## config.mk

```make
export PLATFORM = sky130hd
export DESIGN_NAME = adat_frame_encoder_unit
export DESIGN_NICKNAME = d
export VERILOG_FILES = /design/src/design/adat_pkg.sv /design/src/design/adat_enc_lane.sv /design/src/design/adat_enc_merge.sv /design/src/design/adat_frame_encoder_unit.sv
export VERILOG_INCLUDE_DIRS = /design/src /design/src/design
export SDC_FILE = /design/constraint.sdc
export NUM_CORES = 1
export LEC_CHECK = 0
export ABC_AREA = 1
export BUFFER_PORTS_ARGS = -buffer_cell sky130_fd_sc_hd__buf_2
export CAP_MARGIN = 25
export CORE_UTILIZATION = 60
export DETAILED_ROUTE_END_ITERATION = 12
export PLACE_DENSITY = 0.85
export SYNTH_ARGS = -nofsm -noshare
export SYNTH_HDL_FRONTEND = slang
export SYNTH_SLANG_ARGS = --single-unit
```

## constraint.sdc

```tcl
create_clock -name aclk -period 21.7 [get_ports aclk]
set_clock_uncertainty 0.2 [all_clocks]
set_input_delay 2.17 -clock aclk [delete_from_list [all_inputs] [get_ports aclk]]
set_output_delay 2.17 -clock aclk [all_outputs]
set_load 0.1 [all_outputs]
```

## src/design/assert_macros.svh

```systemverilog
// ---------------------------------------------------------------------------
// Assertion macros
// Concurrent assertion wrappers, empty when SYNTHESIS is defined.
// ---------------------------------------------------------------------------
`ifndef ASSERT_MACROS_SVH
`define ASSERT_MACROS_SVH

`ifndef SYNTHESIS
`define ASSERT_HOLDS(lbl, clk, rst_n, prop) \
    lbl: assert property (@(posedge clk) disable iff (!rst_n) (prop)) \
        else $error("assertion failed");
`define ASSERT_NEXT(lbl, clk, rst_n, ante, cons) \
    lbl: assert property (@(posedge clk) disable iff (!rst_n) (ante) |=> (cons)) \
        else $error("assertion failed");
`else
`define ASSERT_HOLDS(lbl, clk, rst_n, prop)
`define ASSERT_NEXT(lbl, clk, rst_n, ante, cons)
`endif

`endif

```

## src/design/adat_pkg.sv

```systemverilog
// ---------------------------------------------------------------------------
// adat_pkg
// Frame layout constants, types and the byte-to-token mapping.
// ---------------------------------------------------------------------------
package adat_pkg;

    localparam int unsigned NUM_CH      = 8;
    localparam int unsigned SAMPLE_W    = 24;
    localparam int unsigned WORD_W      = 32;
    localparam int unsigned NUM_WORDS   = 8;
    localparam int unsigned FRAME_W     = WORD_W * NUM_WORDS;
    localparam int unsigned HDR_W       = 16;
    localparam int unsigned TOKEN_W     = 10;
    localparam int unsigned CNT_W       = $clog2(NUM_WORDS);

    localparam logic [HDR_W-1:0] HDR_BITS = 16'h8010;

    typedef logic [WORD_W-1:0]                  word_t;
    typedef logic [NUM_WORDS-1:0][WORD_W-1:0]   word_arr_t;
    typedef logic [NUM_CH-1:0][SAMPLE_W-1:0]    sample_arr_t;
    typedef logic [FRAME_W-1:0]                 frame_t;

    // A 1, the high nibble, a 1, then the low nibble.
    function automatic logic [TOKEN_W-1:0] make_token(input logic [7:0] b);
        make_token = {1'b1, b[7:4], 1'b1, b[3:0]};
    endfunction

endpackage

```

## src/design/adat_enc_lane.sv

```systemverilog
// ---------------------------------------------------------------------------
// adat_enc_lane
// NRZI scan of one 32-bit slice of the frame, starting from a low level.
// ---------------------------------------------------------------------------
module adat_enc_lane (
    input  adat_pkg::word_t raw,
    output adat_pkg::word_t scan,
    output logic            parity
);
    import adat_pkg::*;

    // Bit 31 goes out first: each level is the running XOR from bit 31 down.
    always_comb begin
        for (int i = 0; i < WORD_W; i++) begin
            scan[i] = ^(raw >> i);
        end
    end

    assign parity = scan[0];

endmodule

```

## src/design/adat_enc_merge.sv

```systemverilog
// ---------------------------------------------------------------------------
// adat_enc_merge
// Chains lane parities from the running line level and fixes up each word.
// ---------------------------------------------------------------------------
module adat_enc_merge (
    input  adat_pkg::word_arr_t          scan,
    input  logic [adat_pkg::NUM_WORDS-1:0] parity,
    input  logic                         level_in,
    output adat_pkg::word_arr_t          words,
    output logic                         level_out
);
    import adat_pkg::*;

    logic [NUM_WORDS:0] carry;

    always_comb begin
        carry[0] = level_in;
        for (int k = 0; k < NUM_WORDS; k++) begin
            carry[k+1] = carry[k] ^ parity[k];
            words[k]   = scan[k] ^ {WORD_W{carry[k]}};
        end
    end

    assign level_out = carry[NUM_WORDS];

endmodule

```

## src/design/adat_frame_encoder_unit.sv

```systemverilog
// ---------------------------------------------------------------------------
// adat_frame_encoder_unit
// ADAT frame encoder: eight 24-bit samples in, eight 32-bit NRZI words out.
// ---------------------------------------------------------------------------
//  Channel | Ports                              | Moves
//  --------+------------------------------------+-------------------------------
//  input   | s_valid s_ready s_sample_0..7      | one frame request (8 samples)
//  result  | m_valid m_ready m_line_word        | one line word, eight per frame
//          | m_frame_end                        |
//
//  The result port sends one word per cycle while m_ready is high, and that
//  sets the throughput. Eight lanes scan the frame in the accept cycle; the
//  merge runs as the frame moves into the output buffer. A frame passes the
//  lane register, then the output buffer, before its first word goes out.
//  Reset sets the line level low. A stalled result port holds the buffer;
//  one more frame waits in the lane register, after which s_ready drops.
// ---------------------------------------------------------------------------
module adat_frame_encoder_unit (
    input  logic        aclk,
    input  logic        aresetn,
    input  logic        s_valid,
    output logic        s_ready,
    input  logic [23:0] s_sample_0,
    input  logic [23:0] s_sample_1,
    input  logic [23:0] s_sample_2,
    input  logic [23:0] s_sample_3,
    input  logic [23:0] s_sample_4,
    input  logic [23:0] s_sample_5,
    input  logic [23:0] s_sample_6,
    input  logic [23:0] s_sample_7,
    output logic        m_valid,
    input  logic        m_ready,
    output logic [31:0] m_line_word,
    output logic        m_frame_end
);
    import adat_pkg::*;

    sample_arr_t            samples;
    frame_t                 frame_bits;
    word_arr_t              raw_words;
    word_arr_t              lane_scan;
    logic [NUM_WORDS-1:0]   lane_par;

    word_arr_t              a_scan_reg;
    logic [NUM_WORDS-1:0]   a_par_reg;
    logic                   a_valid_reg;

    word_arr_t              merged;
    logic                   level_next;

    word_arr_t              b_words_reg;
    logic                   b_valid_reg;
    logic [CNT_W-1:0]       b_cnt_reg;
    logic                   line_level_reg;

    logic                   s_fire;
    logic                   m_fire;
    logic                   last_out;
    logic                   load;

    assign samples = {s_sample_7, s_sample_6, s_sample_5, s_sample_4,
                      s_sample_3, s_sample_2, s_sample_1, s_sample_0};

    // Header, then three tokens per channel, high byte first.
    always_comb begin
        frame_bits = '0;
        frame_bits[FRAME_W-1 -: HDR_W] = HDR_BITS;
        for (int ch = 0; ch < NUM_CH; ch++) begin
            for (int j = 0; j < 3; j++) begin
                frame_bits[FRAME_W-1-HDR_W-(3*ch+j)*TOKEN_W -: TOKEN_W] =
                    make_token(samples[ch][SAMPLE_W-1-8*j -: 8]);
            end
        end
    end

    generate
        for (genvar k = 0; k < NUM_WORDS; k++) begin : g_lane
            assign raw_words[k] = frame_bits[FRAME_W-1-k*WORD_W -: WORD_W];
            adat_enc_lane u_lane (
                .raw    (raw_words[k]),
                .scan   (lane_scan[k]),
                .parity (lane_par[k])
            );
        end
    endgenerate

    adat_enc_merge u_merge (
        .scan      (a_scan_reg),
        .parity    (a_par_reg),
        .level_in  (line_level_reg),
        .words     (merged),
        .level_out (level_next)
    );

    assign m_valid     = b_valid_reg;
    assign m_line_word = b_words_reg[0];
    assign m_frame_end = (b_cnt_reg == CNT_W'(NUM_WORDS - 1));
    assign m_fire      = m_valid && m_ready;
    assign last_out    = m_fire && m_frame_end;
    assign load        = a_valid_reg && (!b_valid_reg || last_out);
    assign s_ready     = !a_valid_reg || load;
    assign s_fire      = s_valid && s_ready;

    always_ff @(posedge aclk) begin
        if (!aresetn) begin
            a_valid_reg    <= 1'b0;
            b_valid_reg    <= 1'b0;
            b_cnt_reg      <= '0;
            line_level_reg <= 1'b0;
        end else begin
            if (s_fire) begin
                a_valid_reg <= 1'b1;
            end else if (load) begin
                a_valid_reg <= 1'b0;
            end

            if (load) begin
                b_valid_reg    <= 1'b1;
                b_cnt_reg      <= '0;
                line_level_reg <= level_next;
            end else if (last_out) begin
                b_valid_reg <= 1'b0;
                b_cnt_reg   <= '0;
            end else if (m_fire) begin
                b_cnt_reg <= b_cnt_reg + 1'b1;
            end
        end
    end

    // Payload: capture lane results, load merged words, shift on each accepted word.
    always_ff @(posedge aclk) begin
        if (s_fire) begin
            a_scan_reg <= lane_scan;
            a_par_reg  <= lane_par;
        end
        if (load) begin
            b_words_reg <= merged;
        end else if (m_fire) begin
            for (int k = 0; k < NUM_WORDS - 1; k++) begin
                b_words_reg[k] <= b_words_reg[k+1];
            end
            b_words_reg[NUM_WORDS-1] <= '0;
        end
    end

`include "assert_macros.svh"

    `ASSERT_HOLDS(a_load_free, aclk, aresetn, !load || !b_valid_reg || last_out)
    `ASSERT_NEXT(a_level_hold, aclk, aresetn, !load, $stable(line_level_reg))
    `ASSERT_NEXT(a_frame_drain, aclk, aresetn, last_out && !load, !m_valid)
    `ASSERT_NEXT(a_input_held, aclk, aresetn, s_fire, a_valid_reg)

endmodule

```

==> qor.yml <==
status:
  status: "complete, no violations"
logic_synthesis:
  syn_nets: 2262
  synth_cell_type_count: 25
  seq_area_frac_synth_pct: 59.2
  synth_cells: 2064
  syn_area_per_cell_um2: 12.2
  netlist.area_leader.share_pct: 58.7
  synth.area.top_cells: "edfxtp_1 (59%), xor2_1 (15%), xnor2_1 (9.4%), o21ai_0 (4.4%), nand2_1 (4.3%)"
  yosysWarnings: 0
  yosys.area.top_type: "edfxtp_1"
  synth_common_cells: "edfxtp_1 (494), xor2_1 (422), nand2_1 (291), xnor2_1 (270), o21ai_0 (223)"
  yosysMostFrequentCell: "edfxtp_1"
  syn-cell-area_um2: 25300
  synth_flop_cell: "edfxtp_1"
  synthArstFlopShare_pct: 0
  synth-edff-count: 494
  ys_ff_latch: 500
clocking:
  numCtsBuffers: 48
  cts.sinks: 500
  cts_resized: 0
  tritoncts: "done"
  clk_root_buffer_cell: "clkbuf_16"
  cts_hold_buf: 0
  post_cts_buffers: 0
  h-tree-depth: 2
  cts_buffer_depth: 3
  clk_latency_ns: 0.58
  clkSlewWorstSetupHoldPaths_ns: 0.06
final_layout:
  diodes: 0
  fin_util_pct: 68.6
  final_net_count: 2452
  fin_cells: 2820
  area_delta_synth_final_pct: 11.8
  layout-drive-gt1-share_pct: 15.1
  largest_reg_flops: 236
detailed_routing:
  drt_iter0_markers: 1521
  first_pass_iters: 5
  wl_per_cell_um: 18.2
  drc: 0
  vias: 15100
  postRouteAntennaNets: 0
  wirelength_mm: 51.4
  viasPerCell: 5.37
worst_setup_path:
  crit_required_ns: 19.33
  critPathBufInv: 3
  worst_setup_path_end_kind: "output port"
  startpoint_type: "primary input"
  critPathArrivalTime_ns: 3.12
  crit_type: "primary input to output port"
  critPathTopFamily: "buffers and inverters"
  cp.depth: 6
  cp_cell_sequence: "buf_2 -> nand3_1 -> nand2_1 -> inv_1 -> nand2_1 -> buf_2"
  r2r_cells: 16
  cp_slowest_cell: "buf_2"
  cpPeakStageDelay_ns: 0.43
  path_max_fanout: 4
die:
  core-area_um2: 41200
  io_pins: 231
  die-area_um2: 43000
  fp.dieH_um: 207
  die_x_um: 207
  floorplan.initialDensity_pct: 61.4
  rows: 74
power:
  power_density_nw_per_um2: 128
  power_uw: 3630
  p_leak_uw: 0.0111
  peakVddDrop_uv: 109
worst_hold_path:
  min_path_cells: 2
  holdCritPathClass: "register to register"
global_route:
  met1_usage_pct: 30.2
  grt_overflow: 0
  antenna_found_initial: 0
  grt_max_degree: 210
  grtUsageMet2_pct: 42.8
  grt_pass1_wl_mm: 80.3
  grt_pass1_vias: 15300
  top_usage_layer: "met2"
  grt_use_total_pct: 23.9
  met3_usage_pct: 3.13
timing:
  setup-violations-final: 0
  fin_crit_sh_pct: 25.3
  timing.final.hold_violations: 0
  fin_setup_tns_ns: 0
  whs_ns: 0.270
  worst_slew_margin_rel_pct: 30.9
  rsz0062_at_grt: "no"
  slew_violations: 0
  fmax_mhz: 182
  tightest_slew_ns: 1.04
  fin_crit_ns: 5.49
placement:
  hpwl_mm: 35.5
  place_inst: 2732
  gp_congestion: 0.848
  io_buffer_count: 230
flow_run:
  drv_cap: 0
## area by class of cell
type	instances	area, um2
Clock buffer	66	1290
Clock inverter	18	131
Fill cell	2712	12900
Inverter	121	462
Multi-Input combinational cell	1333	9360
Sequential cell	500	15000
Tap cell	532	666
Timing Repair Buffer	250	1410
## metrics by stage
step           cell area (um2)  setup slack [ns]
2_1_floorplan            25300              1.56
3_3_place_gp             26700             15.71
3_5_place_dp             26700             15.70
4_1_cts                  28200             16.22
5_1_grt                  28300             16.14
6_report                 28300             16.21
## path summary, 6_finish.rpt
| check | slack (ns) | to | start |
|---|---|---|---|
| setup / recovery | 16.21 | s_ready | m_ready |
| hold / removal | 0.27 | b_cnt_reg[1] | b_cnt_reg[1] |
| setup reg to reg | 17.02 | b_words_reg[209] | line_level_reg |
| hold reg to reg | 0.27 | b_cnt_reg[1] | b_cnt_reg[1] |
## routing by layer
metal | share of wire [%] | wire length, um | vias to the layer above
met2 | 52 | 26800 | 585
li1 | - | - | 7217
met1 | 39 | 19800 | 7241
met3 | 6.6 | 3370 | 95
met5 | 0 | 0 | -
met4 | 2.6 | 1360 | 0
## placed cells by master (no fill, tap or decap), drive strengths merged
| cell type | netlist | routed |
|---|---|---|
| edfxtp | 494 | 494 |
| xor2 | 443 | 443 |
| nand2 | 294 | 294 |
| xnor2 | 274 | 274 |
| buf | 50 | 250 |
| o21ai | 223 | 223 |
| inv | 120 | 122 |
| clkbuf | 60 | 66 |
| a21oi | 37 | 37 |
| nand3 | 34 | 34 |
| clkinv | 1 | 15 |
| o211ai | 14 | 14 |
| or2 | 8 | 8 |
| dfxtp | 6 | 6 |
| nor2 | 3 | 3 |
| ha | 2 | 2 |
| o21a | 1 | 1 |
| bufinv | 0 | 1 |
| clkinvlp | 0 | 1 |
## logic make-up (layout without fill, tap and decap cells)
family | count (synthesis) | after routing | synth area share, %
xor+xnor | 717 | 717 | 25.9
flops | 500 | 500 | 59.2
simple gates | 339 | 339 | 5.31
compound gates | 275 | 275 | 5.59
buf+inv | 231 | 455 | 3.94
fa+ha+maj | 2 | 2 | 0.0990
## worst register-to-register path: stages, from the launching register on
cell and delay (ns):
dfxtp_1 0.38, inv_2 0.18, nand2_1 0.12, nand3_1 0.10
nand2_1 0.09, buf_4 0.44, nand2_1 0.21, nand2_2 0.15
buf_12 0.24, nand2_1 0.14, nand3_1 0.14, nand2_2 0.58
nand2_1 0.28, nand2_1 0.31, buf_4 0.39, xor2_1 0.21
o21ai_0 0.32
## report_power, final
| part | internal, uW | switching, uW |
|---|---|---|
| combinational | 463 | 861 |
| clock | 428 | 347 |
| sequential | 1420 | 106 |
| total | 2310 | 1310 |
Note: power is estimated with default switching activity, not from simulation.
